`src/rtl/mcf_pkg.sv`:
```
`default_nettype none
// ----------------------------------------------------------------------------
// mcf_pkg
// Types, constants and lookup functions shared by the command framer modules.
// ----------------------------------------------------------------------------
package mcf_pkg;

   localparam int PACKET_BYTES = 17;
   localparam int IDX_W        = $clog2(PACKET_BYTES);
   localparam logic [IDX_W-1:0] LAST_IDX = IDX_W'(PACKET_BYTES - 1);

   // Command modes.
   localparam logic [2:0] MODE_RES    = 3'd0;
   localparam logic [2:0] MODE_RATE   = 3'd1;
   localparam logic [2:0] MODE_DEB    = 3'd2;
   localparam logic [2:0] MODE_BTN    = 3'd3;
   localparam logic [2:0] MODE_COMMIT = 3'd4;
   localparam logic [2:0] MODE_FW     = 3'd5;

   // Result status codes.
   localparam logic [1:0] ST_OK         = 2'd0;
   localparam logic [1:0] ST_BAD_VALUE  = 2'd1;
   localparam logic [1:0] ST_BAD_ACTION = 2'd2;

   // Button action kinds.
   localparam logic [1:0] KIND_DISABLE = 2'd0;
   localparam logic [1:0] KIND_BUTTON  = 2'd1;

   // Fixed report bytes.
   localparam logic [7:0] FRAME_TAG      = 8'h08;
   localparam logic [7:0] SUM_TARGET     = 8'h55;
   localparam logic [7:0] OP_SET         = 8'h07;
   localparam logic [7:0] OP_COMMIT      = 8'h02;
   localparam logic [7:0] OP_FW          = 8'h01;
   localparam logic [7:0] RES_SUBHDR     = 8'h0c;
   localparam logic [7:0] DEB_SUBHDR     = 8'ha9;
   localparam logic [7:0] RES_TRAILER    = 8'he1;
   localparam logic [7:0] RATE_TRAILER   = 8'hef;
   localparam logic [7:0] DEB_TRAILER    = 8'h46;
   localparam logic [7:0] LEN_FOUR       = 8'h04;
   localparam logic [7:0] LEN_TWO        = 8'h02;
   localparam logic [7:0] LEN_ONE        = 8'h01;
   localparam logic [7:0] LEN_EIGHT      = 8'h08;

   // Resolution range and the reciprocal used to divide by the step of 50.
   localparam logic [15:0] RES_MIN     = 16'd50;
   localparam logic [15:0] RES_MAX     = 16'd12800;
   localparam int          RES_RECIP   = 20972;
   localparam int          RECIP_SHIFT = 20;
   localparam int          QUOT_W      = 9;

   typedef struct packed {
      logic [2:0]  mode;
      logic [15:0] value;
      logic [2:0]  button_slot;
      logic [1:0]  action_kind;
      logic [3:0]  target_button;
   } mcf_req_type;

   typedef struct packed {
      logic [7:0] packet_byte;
      logic       last_byte;
      logic [1:0] status;
   } mcf_rsp_type;

   // Classified command: the bytes that vary, already with the checksum in place.
   typedef struct packed {
      logic       is_err;
      logic [1:0] status;
      logic [7:0] b1;
      logic [7:0] b4;
      logic [7:0] b5;
      logic [7:0] b6;
      logic [7:0] b7;
      logic [7:0] b9;
      logic [7:0] b16;
   } mcf_desc_type;

   // Report rate code; zero marks a rate that cannot be encoded.
   function automatic logic [7:0] rate_code(input logic [15:0] hz);
      logic [7:0] code;
      case (hz)
         16'd4:    code = 8'd250;
         16'd5:    code = 8'd200;
         16'd8:    code = 8'd125;
         16'd10:   code = 8'd100;
         16'd20:   code = 8'd50;
         16'd25:   code = 8'd40;
         16'd40:   code = 8'd25;
         16'd50:   code = 8'd20;
         16'd100:  code = 8'd10;
         16'd125:  code = 8'd8;
         16'd200:  code = 8'd5;
         16'd250:  code = 8'd4;
         16'd500:  code = 8'd2;
         16'd1000: code = 8'd1;
         default:  code = 8'd0;
      endcase
      return code;
   endfunction

   function automatic logic [7:0] button_code(input logic [3:0] target);
      logic [7:0] code;
      case (target)
         4'd1:    code = 8'h60;
         4'd2:    code = 8'h64;
         4'd3:    code = 8'h68;
         4'd4:    code = 8'h70;
         4'd5:    code = 8'h6c;
         default: code = 8'h00;
      endcase
      return code;
   endfunction

endpackage
`default_nettype wire

```
`src/rtl/mcf_front.sv`:
```
`default_nettype none
// ----------------------------------------------------------------------------
// mcf_front
// Accepts commands, validates them and builds the report descriptor.
// ----------------------------------------------------------------------------
module mcf_front (
   input  wire                   clock,
   input  wire                   reset,
   input  wire                   req_push,
   output logic                  req_full,
   input  mcf_pkg::mcf_req_type  req_data,
   output logic                  desc_valid,
   input  wire                   desc_full,
   output mcf_pkg::mcf_desc_type desc_data
);
   import mcf_pkg::*;

   localparam logic [1:0] CS_AT_7  = 2'd0;
   localparam logic [1:0] CS_AT_9  = 2'd1;
   localparam logic [1:0] CS_AT_16 = 2'd2;

   logic                  valid_ff, valid_in;
   mcf_req_type           cmd_ff;
   logic [QUOT_W-1:0]     quot_ff, quot_in;
   logic                  in_range_ff, in_range_in;
   logic [28:0]           product;
   logic                  accept;
   logic                  advance;

   logic [14:0]           quot_x50;
   logic [7:0]            rate_raw;
   logic [7:0]            mask;
   logic [7:0]            en;
   logic [7:0]            byte_sum;
   logic [7:0]            cs;
   logic [1:0]            cs_sel;
   mcf_desc_type          desc;

   assign advance  = valid_ff && !desc_full;
   assign req_full = valid_ff && desc_full;
   assign accept   = req_push && !req_full;

   // Divide by 50 through the reciprocal; exact for every value up to 12800.
   assign product     = 29'(req_data.value[13:0]) * 29'(RES_RECIP);
   assign quot_in     = product[RECIP_SHIFT +: QUOT_W];
   assign in_range_in = (req_data.value >= RES_MIN) && (req_data.value <= RES_MAX);

   always_comb begin
      valid_in = valid_ff;
      if (accept) begin
         valid_in = 1'b1;
      end else if (advance) begin
         valid_in = 1'b0;
      end
   end

   always_ff @(posedge clock) begin
      if (reset) begin
         valid_ff <= 1'b0;
      end else begin
         valid_ff <= valid_in;
      end
   end

   always_ff @(posedge clock) begin
      if (accept) begin
         cmd_ff      <= req_data;
         quot_ff     <= quot_in;
         in_range_ff <= in_range_in;
      end
   end

   assign quot_x50 = {1'b0, quot_ff, 5'b0} + {2'b0, quot_ff, 4'b0} + {5'b0, quot_ff, 1'b0};
   assign rate_raw = rate_code(cmd_ff.value);
   assign mask     = 8'b1 << cmd_ff.button_slot;

   always_comb begin
      desc        = '0;
      desc.status = ST_OK;
      desc.b1     = OP_SET;
      cs_sel      = CS_AT_16;
      en          = 8'd0;
      case (cmd_ff.mode)
         MODE_RES: begin
            if (!in_range_ff || (quot_x50 != {1'b0, cmd_ff.value[13:0]})) begin
               desc.is_err = 1'b1;
               desc.status = ST_BAD_VALUE;
            end
            desc.b4  = RES_SUBHDR;
            desc.b5  = LEN_FOUR;
            desc.b6  = 8'(quot_ff - 1'b1);
            desc.b7  = 8'(quot_ff - 1'b1);
            desc.b16 = RES_TRAILER;
            cs_sel   = CS_AT_9;
         end
         MODE_RATE: begin
            if (rate_raw == 8'd0) begin
               desc.is_err = 1'b1;
               desc.status = ST_BAD_VALUE;
            end
            desc.b5  = LEN_TWO;
            desc.b6  = rate_raw;
            desc.b16 = RATE_TRAILER;
            cs_sel   = CS_AT_7;
         end
         MODE_DEB: begin
            if (cmd_ff.value[15:8] != 8'd0) begin
               desc.is_err = 1'b1;
               desc.status = ST_BAD_VALUE;
            end
            desc.b4  = DEB_SUBHDR;
            desc.b5  = LEN_TWO;
            desc.b6  = cmd_ff.value[7:0];
            desc.b16 = DEB_TRAILER;
            cs_sel   = CS_AT_7;
         end
         MODE_BTN: begin
            if (cmd_ff.action_kind == KIND_DISABLE) begin
               en = 8'd0;
            end else if (cmd_ff.action_kind == KIND_BUTTON &&
                         cmd_ff.target_button >= 4'd1 && cmd_ff.target_button <= 4'd5) begin
               en      = 8'd1;
               desc.b4 = button_code(cmd_ff.target_button);
            end else begin
               desc.is_err = 1'b1;
               desc.status = ST_BAD_ACTION;
            end
            desc.b5 = LEN_FOUR;
            desc.b6 = en;
            desc.b7 = mask;
            desc.b9 = SUM_TARGET - en - mask;
            cs_sel  = CS_AT_16;
         end
         MODE_COMMIT: begin
            desc.b1 = OP_COMMIT;
            desc.b5 = LEN_ONE;
            cs_sel  = CS_AT_16;
         end
         MODE_FW: begin
            desc.b1 = OP_FW;
            desc.b5 = LEN_EIGHT;
            cs_sel  = CS_AT_16;
         end
         default: begin
            desc.is_err = 1'b1;
            desc.status = ST_BAD_VALUE;
         end
      endcase

      // The checksum slot is still zero here, so the plain sum of all bytes serves.
      byte_sum = FRAME_TAG + desc.b1 + desc.b4 + desc.b5 + desc.b6 + desc.b7
                 + desc.b9 + desc.b16;
      cs = SUM_TARGET - byte_sum;
      case (cs_sel)
         CS_AT_7:  desc.b7  = cs;
         CS_AT_9:  desc.b9  = cs;
         default:  desc.b16 = cs;
      endcase
   end

   assign desc_valid = valid_ff;
   assign desc_data  = desc;

endmodule
`default_nettype wire

```
`src/rtl/mcf_queue.sv`:
```
`default_nettype none
// ----------------------------------------------------------------------------
// mcf_queue
// Short descriptor queue between the classifying front and the serialiser.
// ----------------------------------------------------------------------------
module mcf_queue #(
   parameter int DEPTH = 2
) (
   input  wire                   clock,
   input  wire                   reset,
   input  wire                   wr_en,
   input  mcf_pkg::mcf_desc_type wr_data,
   output logic                  full,
   input  wire                   rd_en,
   output mcf_pkg::mcf_desc_type rd_data,
   output logic                  empty
);
   import mcf_pkg::*;

   localparam int PTR_W = (DEPTH > 1) ? $clog2(DEPTH) : 1;
   localparam int CNT_W = $clog2(DEPTH + 1);

   mcf_desc_type     entry_ff [DEPTH];
   logic [PTR_W-1:0] wr_ptr_ff, wr_ptr_in;
   logic [PTR_W-1:0] rd_ptr_ff, rd_ptr_in;
   logic [CNT_W-1:0] count_ff, count_in;
   logic             do_wr, do_rd;

   assign full  = (count_ff == CNT_W'(DEPTH));
   assign empty = (count_ff == '0);
   assign do_wr = wr_en && !full;
   assign do_rd = rd_en && !empty;

   always_comb begin
      wr_ptr_in = wr_ptr_ff;
      rd_ptr_in = rd_ptr_ff;
      count_in  = count_ff;
      if (do_wr) begin
         wr_ptr_in = (wr_ptr_ff == PTR_W'(DEPTH - 1)) ? '0 : wr_ptr_ff + 1'b1;
      end
      if (do_rd) begin
         rd_ptr_in = (rd_ptr_ff == PTR_W'(DEPTH - 1)) ? '0 : rd_ptr_ff + 1'b1;
      end
      if (do_wr && !do_rd) begin
         count_in = count_ff + 1'b1;
      end else if (do_rd && !do_wr) begin
         count_in = count_ff - 1'b1;
      end
   end

   always_ff @(posedge clock) begin
      if (reset) begin
         wr_ptr_ff <= '0;
         rd_ptr_ff <= '0;
         count_ff  <= '0;
      end else begin
         wr_ptr_ff <= wr_ptr_in;
         rd_ptr_ff <= rd_ptr_in;
         count_ff  <= count_in;
      end
   end

   always_ff @(posedge clock) begin
      if (do_wr) begin
         entry_ff[wr_ptr_ff] <= wr_data;
      end
   end

   assign rd_data = entry_ff[rd_ptr_ff];

`ifndef ASSERT_OFF
   a_count_bound: assert property (@(posedge clock) disable iff (reset)
      count_ff <= CNT_W'(DEPTH))
      else $error("queue occupancy above its depth");

   a_hold_when_full: assert property (@(posedge clock) disable iff (reset)
      (wr_en && full) |=> wr_en)
      else $error("front withdrew a transaction refused by a full queue");

   a_no_read_empty: assert property (@(posedge clock) disable iff (reset)
      rd_en |-> !empty)
      else $error("serialiser popped an empty queue");

   a_count_track: assert property (@(posedge clock) disable iff (reset)
      (do_wr && !do_rd) |=> (count_ff == $past(count_ff) + 1'b1))
      else $error("queue occupancy lost a write");
`endif

endmodule
`default_nettype wire

```
`src/rtl/mcf_back.sv`:
```
`default_nettype none
// ----------------------------------------------------------------------------
// mcf_back
// Serialises one descriptor into report bytes through an output register.
// ----------------------------------------------------------------------------
module mcf_back (
   input  wire                   clock,
   input  wire                   reset,
   input  wire                   head_empty,
   input  mcf_pkg::mcf_desc_type head_data,
   output logic                  head_pop,
   output logic                  rsp_empty,
   input  wire                   rsp_pop,
   output mcf_pkg::mcf_rsp_type  rsp_data
);
   import mcf_pkg::*;

   localparam logic [IDX_W-1:0] POS_OPCODE = IDX_W'(1);
   localparam logic [IDX_W-1:0] POS_B4     = IDX_W'(4);
   localparam logic [IDX_W-1:0] POS_B5     = IDX_W'(5);
   localparam logic [IDX_W-1:0] POS_B6     = IDX_W'(6);
   localparam logic [IDX_W-1:0] POS_B7     = IDX_W'(7);
   localparam logic [IDX_W-1:0] POS_B9     = IDX_W'(9);

   logic [IDX_W-1:0] idx_ff, idx_in;
   logic             out_valid_ff, out_valid_in;
   mcf_rsp_type      out_ff, out_in;
   logic             load;
   logic [7:0]       cur_byte;

   assign load     = !head_empty && (!out_valid_ff || rsp_pop);
   assign head_pop = load && out_in.last_byte;

   always_comb begin
      case (idx_ff)
         '0:         cur_byte = FRAME_TAG;
         POS_OPCODE: cur_byte = head_data.b1;
         POS_B4:     cur_byte = head_data.b4;
         POS_B5:     cur_byte = head_data.b5;
         POS_B6:     cur_byte = head_data.b6;
         POS_B7:     cur_byte = head_data.b7;
         POS_B9:     cur_byte = head_data.b9;
         LAST_IDX:   cur_byte = head_data.b16;
         default:    cur_byte = 8'h00;
      endcase
   end

   always_comb begin
      // A rejected command is a single zero byte carrying its status.
      if (head_data.is_err) begin
         out_in.packet_byte = 8'h00;
         out_in.last_byte   = 1'b1;
         out_in.status      = head_data.status;
      end else begin
         out_in.packet_byte = cur_byte;
         out_in.last_byte   = (idx_ff == LAST_IDX);
         out_in.status      = ST_OK;
      end
   end

   always_comb begin
      idx_in       = idx_ff;
      out_valid_in = out_valid_ff;
      if (load) begin
         out_valid_in = 1'b1;
         idx_in       = out_in.last_byte ? '0 : idx_ff + 1'b1;
      end else if (rsp_pop) begin
         out_valid_in = 1'b0;
      end
   end

   always_ff @(posedge clock) begin
      if (reset) begin
         idx_ff       <= '0;
         out_valid_ff <= 1'b0;
      end else begin
         idx_ff       <= idx_in;
         out_valid_ff <= out_valid_in;
      end
   end

   always_ff @(posedge clock) begin
      if (load) begin
         out_ff <= out_in;
      end
   end

   assign rsp_empty = !out_valid_ff;
   assign rsp_data  = out_ff;

`ifndef ASSERT_OFF
   a_idx_bound: assert property (@(posedge clock) disable iff (reset)
      idx_ff <= LAST_IDX)
      else $error("byte index ran past the end of the report");

   a_pop_on_last: assert property (@(posedge clock) disable iff (reset)
      head_pop |=> (idx_ff == '0))
      else $error("byte index not rewound after the final byte");

   a_err_single: assert property (@(posedge clock) disable iff (reset)
      (load && head_data.is_err) |-> (idx_ff == '0))
      else $error("error transaction met part way through a report");
`endif

endmodule
`default_nettype wire

```
`src/rtl/mouse_config_command_framer.sv`:
```
`default_nettype none
// ----------------------------------------------------------------------------
// mouse_config_command_framer
// Turns mouse configuration commands into serialised 17-byte output reports.
// ----------------------------------------------------------------------------
// Usage:
//   Commands enter as queue pushes: a transaction completes on a rising edge
//   with req_push high and req_full low. Result bytes leave the same way:
//   rsp_data holds the oldest byte while rsp_empty is low, and it is taken on
//   an edge with rsp_pop high.
//   A valid command yields 17 bytes, the last flagged by last_byte; a rejected
//   command yields one zero byte with last_byte set and a non-zero status.
//   The first byte of a report passes the front register, a queue entry and
//   the output register. The serialiser gives one byte per cycle while rsp_pop
//   is held high and the queue holds a descriptor.
//   The front validates and checksums the next command while the serialiser
//   is busy; up to QUEUE_DEPTH classified commands wait between them, plus
//   one in the front register.
//   When rsp_pop is held low the output register holds its byte, the queue
//   fills and req_full rises; nothing is dropped.
//   Synchronous reset empties the pipeline; no configuration is kept.
// ----------------------------------------------------------------------------
module mouse_config_command_framer #(
   parameter int QUEUE_DEPTH = 2
) (
   input  wire                  clock,
   input  wire                  reset,
   input  wire                  req_push,
   output logic                 req_full,
   input  mcf_pkg::mcf_req_type req_data,
   output logic                 rsp_empty,
   input  wire                  rsp_pop,
   output mcf_pkg::mcf_rsp_type rsp_data
);
   import mcf_pkg::*;

   logic         desc_valid;
   logic         desc_full;
   mcf_desc_type desc_data;
   logic         head_empty;
   logic         head_pop;
   mcf_desc_type head_data;

   mcf_front u_front (
      .clock      (clock),
      .reset      (reset),
      .req_push   (req_push),
      .req_full   (req_full),
      .req_data   (req_data),
      .desc_valid (desc_valid),
      .desc_full  (desc_full),
      .desc_data  (desc_data)
   );

   mcf_queue #(
      .DEPTH (QUEUE_DEPTH)
   ) u_queue (
      .clock   (clock),
      .reset   (reset),
      .wr_en   (desc_valid),
      .wr_data (desc_data),
      .full    (desc_full),
      .rd_en   (head_pop),
      .rd_data (head_data),
      .empty   (head_empty)
   );

   mcf_back u_back (
      .clock      (clock),
      .reset      (reset),
      .head_empty (head_empty),
      .head_data  (head_data),
      .head_pop   (head_pop),
      .rsp_empty  (rsp_empty),
      .rsp_pop    (rsp_pop),
      .rsp_data   (rsp_data)
   );

endmodule
`default_nettype wire
```
`config.mk`:
```
export PLATFORM = sky130hd
export DESIGN_NAME = mouse_config_command_framer
export DESIGN_NICKNAME = d
export VERILOG_FILES = /design/src/rtl/mcf_pkg.sv /design/src/rtl/mcf_front.sv /design/src/rtl/mcf_queue.sv /design/src/rtl/mcf_back.sv /design/src/rtl/mouse_config_command_framer.sv
export SDC_FILE = /design/constraint.sdc
export NUM_CORES = 1
export LEC_CHECK = 0
export ABC_AREA = 0
export BUFFER_PORTS_ARGS = -buffer_cell sky130_fd_sc_hd__buf_2
export CORE_ASPECT_RATIO = 1.4
export CORE_MARGIN = 1
export CORE_UTILIZATION = 35
export CTS_BUF_LIST = sky130_fd_sc_hd__clkbuf_8
export CTS_CLUSTER_SIZE = 16
export DETAILED_ROUTE_END_ITERATION = 10
export MAX_ROUTING_LAYER = met4
export PLACE_DENSITY_LB_ADDON = 0.25
export SYNTH_ARGS = -nofsm -noshare
export SYNTH_HDL_FRONTEND = slang
export SYNTH_SLANG_ARGS = --single-unit
```
`constraint.sdc`:
```
create_clock -name clock -period 7.8 [get_ports clock]
set_clock_uncertainty 0.15 [all_clocks]
set_input_delay 0.78 -clock clock [delete_from_list [all_inputs] [get_ports clock]]
set_output_delay 0.78 -clock clock [all_outputs]
set_load 0.05 [all_outputs]
```
==> metrics.yaml, run 1 <==
vias: 8353
worstSetupEndpointType: "flip-flop"
synth_top_family_by_area: "adder cells"
grt.total_usage: 0.174
synth_mux_area_frac: 0.0280
root_buffer: "clkbuf_8"
syn2layout_area_growth_pct: 8.94
antenna_cells: 0
min_path_type: "in2reg"
cp_common_cell: "inv_1"
synth_nets: 1427
path_buf_inv: 5
reg2regPathDepth: 25
wl_per_cell_um: 17.8
die_w_um: 162
dp_hpwl_mm: 23.7
drc: 0
nets: 1461
cp_max_fo: 6
postCtsSetupRepairBufs: 0
clock-sinks: 157
gp_congestion: 0.874
synth_xor_area_frac: 0.0374
vdd.ir_drop.worst_v: 0.000152
ctsHoldBuffers: 0
leakage_nw: 5.92
antenna_found_initial: 0
core_mm2: 0.0352
cts-resized-gates: 0
worst_pin_slew_ns: 1.08
cts_buffers: 17
ys_types: 70
firstDrtPassIters: 5
cpMaxStageDelayCell: "fa_1"
cts_buffer_depth: 2
synth_warnings: 0
start_util: 0.358
ant_nets: 0
grt_max_degree: 46
timing.final.hold_violations: 0
synth_seq_cells: 157
utilization: 0.390
overflow: 0
dp_slack_ns: 1.45
drive_above_1_share: 0.0817
io_buffers: 44
cts-htree-levels: 4
r2r_setup_slack_ns: 1.49
synthAdderAreaFrac: 0.310
rsz0062_at_grt: "false"
place_inst: 1611
synthSimpleGateAreaFrac: 0.101
setup_slack_ns: 1.49
synth.avg_cell_area_um2: 11.0
grt_pass1_vias: 8806
io_pins: 45
path_class: "reg2reg"
slew_violations: 0
clock_latency_ns: 0.46
num_rows: 81
p_total_mw: 4.75
cts_tree: "yes"
crit_required_ns: 7.85
setup.worst_path.start_class: "flip-flop"
arrival_ns: 6.37
stdcell_count: 1643
dieArea_mm2: 0.0367
hold_path_depth: 1
slew_headroom: 0.277
viasPerCell: 5.08
grt_pass1_wl_mm: 46.6
critPathTopFamily: "adder cells"
status: "finished clean"
final_common_cell: "inv_1"
setup_tns_ns: 0
syn-cell-area_mm2: 0.0126
clk_pin_slew_ns: 0.09
synth-async-reset-ratio: 0
fin_crit_sh: 0.809
drtIter0Drc: 438
drt_wl_total_mm: 29.3
max_cap_violations: 0
die-height_um: 226
setup-violations-final: 0
period_needed_ns: 6.31
max_freq_ghz: 0.158
rr_startpoint: "u_front.cmd_ff[1]"
synth_compound_area_frac: 0.0915
synth-main-ff-cell: "edfxtp_1"
synth.yosys.seq_area_share: 0.365
power_density_mw_per_mm2: 346
whs_endpoint: "u_front.cmd_ff[3]"
critical-path-max-stage-delay_ns: 0.55
r2r-end: "u_queue.entry_ff[0][15]"
syn_inst: 1140
synth_edf_count: 145
holdCritStartpoint: "req_data[3]"
final_cell_mix: "188 x inv_1, 161 x ha_1, 145 x edfxtp_1"
[state kept, by name, summed over array words and instances, names as in the netlist, named ones only]
signal,cells
u_queue.entry_ff,96
u_front.cmd_ff,28
u_back.rsp_data,11
u_front.quot_ff,9
u_back.idx_ff,5
u_queue.count_ff,2
u_back.out_valid_ff,1
u_front.desc_valid,1
u_front.in_range_ff,1
u_queue.rd_ptr_ff,1
u_queue.wr_ptr_ff,1
[kinds of logic (layout without fill, tap and decap cells)]
group | Yosys count | in the layout
multiplexers | 35 | 35
AND/OR/NAND/NOR | 251 | 251
AO/OA/AOI/OAI | 171 | 171
buffers and inverters | 219 | 266
flip-flops | 157 | 157
adder cells (fa/ha/maj) | 255 | 255
XOR/XNOR | 52 | 52
[final cells by class]
type / instances / area, µm²
Tap cell: 456 / 571
Multi-Input combinational cell: 764 / 7170
Inverter: 186 / 698
Sequential cell: 157 / 4600
Clock inverter: 15 / 193
Timing Repair Buffer: 48 / 250
Fill cell: 3430 / 21500
Clock buffer: 17 / 234
[where the power goes]
group | internal [mW] | switching [mW] | total, mW
Clock | 0.349 | 0.323 | 0.672
Sequential | 1.18 | 0.106 | 1.28
Combinational | 1.13 | 1.66 | 2.79
Total | 2.66 | 2.09 | 4.75
[worst max path at each step]
stage                      startpoint                      end  slack [ns]  cells past startpoint
global placement    u_front.cmd_ff[1]  u_queue.entry_ff[0][15]        1.52                     25
CTS                 u_front.cmd_ff[1]  u_queue.entry_ff[1][15]        1.43                     25
finish              u_front.cmd_ff[1]  u_queue.entry_ff[0][15]        1.49                     25
global route        u_front.cmd_ff[1]  u_queue.entry_ff[0][15]        1.04                     25
detailed placement  u_front.cmd_ff[1]  u_queue.entry_ff[0][15]        1.45                     25
floorplan           u_front.cmd_ff[1]  u_queue.entry_ff[0][15]        1.87                     25
[synthesized netlist by cell type, types with 3 or more instances]
master	n	area, µm²
a2111o_1	3	33.8
a211o_1	3	26.3
a211oi_1	10	75.1
a21o_1	12	90.1
a21oi_1	36	180
a221oi_1	3	26.3
a22oi_1	10	75.1
a31oi_1	7	43.8
a32oi_1	3	26.3
and2_1	9	56.3
and3_1	6	37.5
buf_2	3	15.0
clkbuf_1	27	101
dfxtp_1	12	240
edfxtp_1	145	4350
fa_1	94	1880
ha_1	161	2010
inv_1	185	694
mux2i_1	33	330
nand2_1	57	214
nand2b_1	12	75.1
nand3_1	17	85.1
nand3b_1	9	67.6
nand4_1	9	56.3
nor2_1	64	240
nor2b_1	7	43.8
nor3_1	21	105
nor3b_1	3	22.5
nor4_1	8	50.1
nor4b_1	4	35.0
o2111ai_1	4	35.0
o211ai_1	4	30.0
o21ai_0	33	165
o21bai_1	4	30.0
o22ai_1	15	93.8
or2_2	4	25.0
or3_1	10	62.6
xnor2_1	30	263
xor2_1	20	175
[per-stage QoR]
stage / area (µm²) / hold WS (ns)
finish: 13700 / 0.345
global route: 13700 / 0.304
CTS: 13700 / 0.309
detailed placement: 13300 / 0.344
global placement: 13300 / 0.334
floorplan: 12600 / 0.320
[routing by layer]
layer	part of all wire	routed length (µm)	global-route usage
met1	0.37	10900	0.172
met2	0.56	16300	0.329
met3	0.024	699	0.0238
met4	0.045	1320	0.0858
met5	0	0	-
Note: power is estimated with default switching activity, not from simulation.
==> run 2: changes to the inputs <==
==> constraint.sdc (replaced) <==
create_clock -name clock -period 5.7 [get_ports clock]
set_clock_uncertainty 0.15 [all_clocks]
set_input_delay 0.57 -clock clock [delete_from_list [all_inputs] [get_ports clock]]
set_output_delay 0.57 -clock clock [all_outputs]
set_load 0.05 [all_outputs]
==> metrics.yaml, run 2 (synthesis gave the netlist of run 1 again) <==
clock-sinks: 157  # unchanged
gp_congestion: 0.891  # was 0.874
num_rows: 81  # unchanged
cts_buffer_depth: 2  # unchanged
regArea_mm2: 0.00460  # unchanged
whs_endpoint: "u_front.cmd_ff[25]"  # was u_front.cmd_ff[3]
io_pins: 45  # unchanged
grt_pass1_wl_mm: 47.2  # was 46.6 mm
power_density_mw_per_mm2: 460  # was 346 mW/mm²
use_met3: 0.0225  # was 0.0238
largest_reg_flops: 96  # unchanged
busiest_layer: "met2"  # unchanged
dp_hpwl_mm: 24.2  # was 23.7 mm
startpoint: "u_front.cmd_ff[1]"  # unchanged
grt_max_degree: 49  # was 46
r2r-end: "u_queue.entry_ff[1][15]"  # was u_queue.entry_ff[0][15]
min_path_type: "in2reg"  # unchanged
setup_slack_ns: -0.0368  # was 1.49 ns
drtIter0Drc: 460  # was 438
cts-htree-levels: 4  # unchanged
nets: 1544  # was 1,461
met1_usage: 0.171  # was 0.172
core_mm2: 0.0352  # unchanged
hold_path_depth: 1  # unchanged
worst_pin_slew_ns: 1.14  # was 1.08 ns
dieArea_mm2: 0.0367  # unchanged
clock_latency_ns: 0.46  # about the same
root_buffer: "clkbuf_8"  # unchanged
setup-violations-final: 4  # was 0
final_common_cell: "inv_1"  # unchanged
grt.total_usage: 0.175  # was 0.174
rr_startpoint: "u_front.cmd_ff[1]"  # unchanged
cts_tree: "yes"  # unchanged
p_total_mw: 6.62  # was 4.75 mW
setup.worst_path.start_class: "flip-flop"  # unchanged
critical-path-max-stage-delay_ns: 0.49  # was 0.55 ns
clk_pin_slew_ns: 0.08  # was 0.09 ns
cpMaxStageDelayCell: "fa_1"  # unchanged
cp_max_fo: 3  # was 6
rsz0062_at_grt: "true"  # was false
die_w_um: 162  # unchanged
leakage_nw: 6.30  # was 5.92 nW
viasPerCell: 4.96  # was 5.08
firstDrtPassIters: 5  # unchanged
violations: "setup timing"
final_cell_mix: "184 x inv_1, 156 x ha_1, 145 x edfxtp_1"  # was 188 x inv_1, 161 x ha_1, 145 x edfxtp_1
max_freq_ghz: 0.174  # was 0.158 GHz
overflow: 0  # unchanged
drc: 0  # unchanged
antenna_cells: 0  # unchanged
period_needed_ns: 5.74  # was 6.31 ns
start_util: 0.358  # unchanged
top_register: "u_queue.entry_ff"  # unchanged
r2r_setup_slack_ns: -0.04  # was 1.49 ns
path_class: "reg2reg"  # unchanged
antenna_found_initial: 0  # unchanged
drt_wl_total_mm: 29.4  # was 29.3 mm
max_cap_violations: 0  # unchanged
cts_buffers: 17  # unchanged
ant_nets: 0  # unchanged
io_buffers: 44  # unchanged
status: "finished with violations"  # was finished clean
fin_crit_sh: 1.01  # was 0.809
drive_above_1_share: 0.157  # was 0.0817
crit_required_ns: 5.75  # was 7.85 ns
slew_headroom: 0.239  # was 0.277
slew_violations: 0  # unchanged
nFillCells: 3455  # was 3,430
reg2regPathDepth: 25  # unchanged
worstSetupEndpointType: "flip-flop"  # unchanged
vdd.ir_drop.worst_v: 0.000292  # was 0.000152 V
met2_usage: 0.344  # was 0.329
vias: 8561  # was 8,353
die-height_um: 226  # unchanged
multi_input_area_mm2: 0.00727  # was 0.00717 mm²
cp_common_cell: "fa_1"  # was inv_1
hold_ws_ns: 0.145  # was 0.345 ns
holdCritStartpoint: "req_data[25]"  # was req_data[3]
wl_per_cell_um: 17.1  # was 17.8 µm
arrival_ns: 5.78  # was 6.37 ns
grt_pass1_vias: 9143  # was 8,806
timing.final.hold_violations: 0  # unchanged
syn2layout_area_growth_pct: 14.4  # was 8.94%
[run 2: changes by cell type in the layout (fill, tap and decap cells not counted), moves of 4 or more]
cell,delta
ha_4,+4
buf_4,+82
ha_1,-5
inv_1,-4
[run 2: stage by stage]
stage,cell area (µm²),utilization,cells,setup slack (ns),TNS [ns]
floorplan,12600,-,1140,0.00718,0
global placement,13900,0.395,1687,-0.194,-0.987
detailed placement,13900,0.395,1687,-0.219,-1.37
CTS,14300,0.407,1720,-0.0610,-0.209
global route,14400,0.410,1726,-0.262,-1.82
finish,14400,0.410,1726,-0.0368,-0.0701
[run 2: report_power, final]
group          total [mW]  internal (mW)  switching, mW
sequential           1.70           1.61         0.0903
combinational        4.11           1.76           2.35
clock               0.812          0.388          0.424
[run 2: timing repair]
item	CTS	global route
gates resized for setup	11	12
buffers inserted	1	6
cloned	0	0
endpoints found under the hold margin	0	0
endpoints found under the setup margin	12	14
hold buffers	0	0
pin swaps	17	20
[run 2: layout make-up]
| class | instances | area share |
|---|---|---|
| clock buffers | 17 | 0.0162 |
| well taps | 456 | 0.0396 |
| flip-flops and latches | 157 | 0.319 |
| repair buffers | 131 | 0.0609 |
| multi-input cells | 764 | 0.505 |
| inverters | 186 | 0.0487 |
| clock inverters | 15 | 0.0103 |
[run 2: how the worst max path moves through the flow]
| stage | to | slack (ns) | cells after the start |
|---|---|---|---|
| floorplan | u_queue.entry_ff[0][15] | 0.007 | 25 |
| global placement | u_queue.entry_ff[0][15] | -0.19 | 25 |
| detailed placement | u_queue.entry_ff[1][15] | -0.22 | 25 |
| CTS | u_queue.entry_ff[1][15] | -0.06 | 25 |
| global route | u_queue.entry_ff[1][15] | -0.26 | 25 |
| finish | u_queue.entry_ff[1][15] | -0.04 | 25 |
[run 2: metal layers]
metal / vias up / routed length (µm)
met3: 36 / 609
met5: - / 0
met2: 136 / 17000
met4: 0 / 824
met1: 4201 / 11000
li1: 4188 / -
[run 2: worst max-delay path: cells and delay by family, from the launching register on]
kind | cells | cell delay [ns]
simple gates | 3 | 0.76
flops | 1 | 0.41
buf+inv | 5 | 0.28
fa+ha+maj | 8 | 2.52
compound gates | 6 | 0.82
xor+xnor | 3 | 0.55
==> run 3: changes to the inputs <==
--- a/config.mk
+++ b/config.mk
@@ -15,6 +15,7 @@
 export DETAILED_ROUTE_END_ITERATION = 10
 export MAX_ROUTING_LAYER = met4
 export PLACE_DENSITY_LB_ADDON = 0.25
+export RECOVER_POWER = 100
 export SYNTH_ARGS = -nofsm -noshare
 export SYNTH_HDL_FRONTEND = slang
 export SYNTH_SLANG_ARGS = --single-unit
==> metrics.yaml, run 3 (synthesis gave the netlist of run 1 again) <==
setup_slack_ns: -0.0316  # was -0.0368 ns
comb_power_share: 0.618  # was 0.620
arrival_ns: 5.78  # about the same
utilization: 0.405  # was 0.410
worst_pin_slew_ns: 3.43  # was 1.14 ns
vdd.ir_drop.worst_v: 0.000260  # was 0.000292 V
start_util: 0.358  # unchanged
worstSetupEndpointType: "flip-flop"  # unchanged
startpoint: "u_front.cmd_ff[1]"  # unchanged
viasPerCell: 4.96  # unchanged
cp-endpoint: "u_queue.entry_ff[1][15]"  # unchanged
setup-violations-final: 4  # unchanged
firstDrtPassIters: 5  # unchanged
largest_reg_flops: 96  # unchanged
cts-htree-levels: 4  # unchanged
gp_congestion: 0.891  # unchanged
io_pins: 45  # unchanged
fin_crit_sh: 1.01  # about the same
die_w_um: 162  # unchanged
root_buffer: "clkbuf_8"  # unchanged
leakage_nw: 6.14  # was 6.30 nW
vias: 8561  # unchanged
max_cap_violations: 5  # was 0
final_common_cell: "inv_1"  # unchanged
max_freq_ghz: 0.174  # about the same
hold_ws_ns: 0.141  # was 0.145 ns
ant_nets: 0  # unchanged
violations: "capacitance limit, slew limit, setup timing"  # was setup timing
overflow: 0  # unchanged
ctsHoldBuffers: 0  # unchanged
grt_max_degree: 49  # unchanged
path_class: "reg2reg"  # unchanged
io_buffers: 44  # unchanged
clkPwrFrac: 0.123  # about the same
rr_startpoint: "u_front.cmd_ff[1]"  # unchanged
period_needed_ns: 5.73  # was 5.74 ns
status: "finished with violations"  # unchanged
r2r_setup_slack_ns: -0.03  # was -0.04 ns
place_inst: 1687  # unchanged
stdcell_count: 1726  # unchanged
drive_above_1_share: 0.117  # was 0.157
clock_latency_ns: 0.47  # was 0.46 ns
internal_power_mw: 3.74  # was 3.75 mW
cts_tree: "yes"  # unchanged
grt.total_usage: 0.175  # unchanged
swShare: 0.433  # about the same
cp_max_fo: 3  # unchanged
drt_wl_total_mm: 29.5  # was 29.4 mm
wl_per_cell_um: 17.1  # about the same
dp_slack_ns: -0.219  # unchanged
slew_violations: 192  # was 0
cts_buffer_depth: 2  # unchanged
r2r-end: "u_queue.entry_ff[1][15]"  # unchanged
top_register: "u_queue.entry_ff"  # unchanged
clock-sinks: 157  # unchanged
antenna_found_initial: 0  # unchanged
final_cell_mix: "185 x inv_1, 156 x ha_1, 145 x edfxtp_1"  # was 184 x inv_1, 156 x ha_1, 145 x edfxtp_1
grt_pass1_vias: 9143  # unchanged
p_seq_frac: 0.259  # was 0.257
syn2layout_area_growth_pct: 13.3  # was 14.4%
die-height_um: 226  # unchanged
slew_headroom: -1.29  # was 0.239
drc: 0  # unchanged
dieArea_mm2: 0.0367  # unchanged
cts_buffers: 17  # unchanged
timing.final.hold_violations: 0  # unchanged
p_total_mw: 6.60  # was 6.62 mW
reg2regPathDepth: 25  # unchanged
dp_hpwl_mm: 24.2  # unchanged
core_mm2: 0.0352  # unchanged
clk_pin_slew_ns: 0.08  # about the same
nets: 1544  # unchanged
min_path_type: "in2reg"  # unchanged
antenna_cells: 0  # unchanged
setup.worst_path.start_class: "flip-flop"  # unchanged
crit_required_ns: 5.75  # about the same
p_switching_mw: 2.86  # was 2.87 mW
drtIter0Drc: 478  # was 460
num_rows: 81  # unchanged
power_density_mw_per_mm2: 463  # was 460 mW/mm²
grt_pass1_wl_mm: 47.2  # unchanged
rsz0062_at_grt: "true"  # unchanged
run 3: area by class of cell:
| cell class | instances | area [µm²] |
|---|---|---|
| clock buffer | 17 | 234 |
| clock inverter | 15 | 149 |
| fill | 3484 | 20900 |
| inverter | 186 | 701 |
| multi-input combinational | 764 | 7240 |
| sequential | 157 | 4600 |
| tap | 456 | 571 |
| timing repair buffer | 131 | 767 |
run 3: routing by layer:
metal	GRT usage	up-vias	part of all wire
li1	-	4182	-
met1	0.171	4198	0.37
met5	-	-	0
met4	0.0645	0	0.030
met3	0.0225	42	0.022
met2	0.344	139	0.58
run 3: worst min-delay path by stage:
| stage | cells after the start | end | slack [ns] | from |
|---|---|---|---|---|
| after floorplan | 2 | u_back.out_valid_ff | 0.32 | u_back.out_valid_ff |
| final | 1 | u_front.cmd_ff[25] | 0.14 | req_data[25] |
| after global placement | 2 | u_queue.rd_ptr_ff | 0.33 | u_queue.rd_ptr_ff |
| after global routing | 1 | u_front.cmd_ff[1] | 0.11 | req_data[1] |
| after detailed placement | 2 | u_back.out_valid_ff | 0.35 | u_back.out_valid_ff |
| after CTS | 1 | u_front.cmd_ff[5] | 0.10 | req_data[5] |
run 3: critical path: stages (launching register included):
cell	delay, ns
edfxtp_1	0.41
nor3_2	0.19
a21oi_1	0.05
and3_1	0.19
ha_2	0.19
inv_2	0.06
ha_4	0.13
inv_4	0.04
ha_4	0.15
or3_1	0.38
a21oi_2	0.19
fa_1	0.42
inv_1	0.08
fa_1	0.43
fa_1	0.49
inv_1	0.05
fa_1	0.49
inv_2	0.05
ha_4	0.23
a211oi_2	0.17
o21bai_1	0.11
a21oi_2	0.18
xnor2_2	0.19
xor2_2	0.20
xnor2_1	0.16
o22ai_1	0.12
run 3: power groups by stage:
stage                     combinational, mW  clock [mW]  sequential (mW)
after floorplan                        2.86           0             1.88
after global placement                 4.02           0             1.73
after detailed placement               4.07           0             1.73
after CTS                              4.10       0.840             1.71
after global routing                   4.65       0.884             1.73
final                                  4.08       0.811             1.71
run 3: stage by stage:
stage                     setup TNS [ns]  cell area, µm²
final                            -0.0552           14300
after global placement            -0.987           13900
after detailed placement           -1.37           13900
after CTS                         -0.209           14300
after global routing               -1.88           14300
after floorplan                        0           12600
run 3: repair_timing:
item                                    in CTS  in global routing
buffers inserted                             1                  6
pin swaps                                   17                 20
gates resized for setup                     11                 12
endpoints found under the setup margin      12                 14
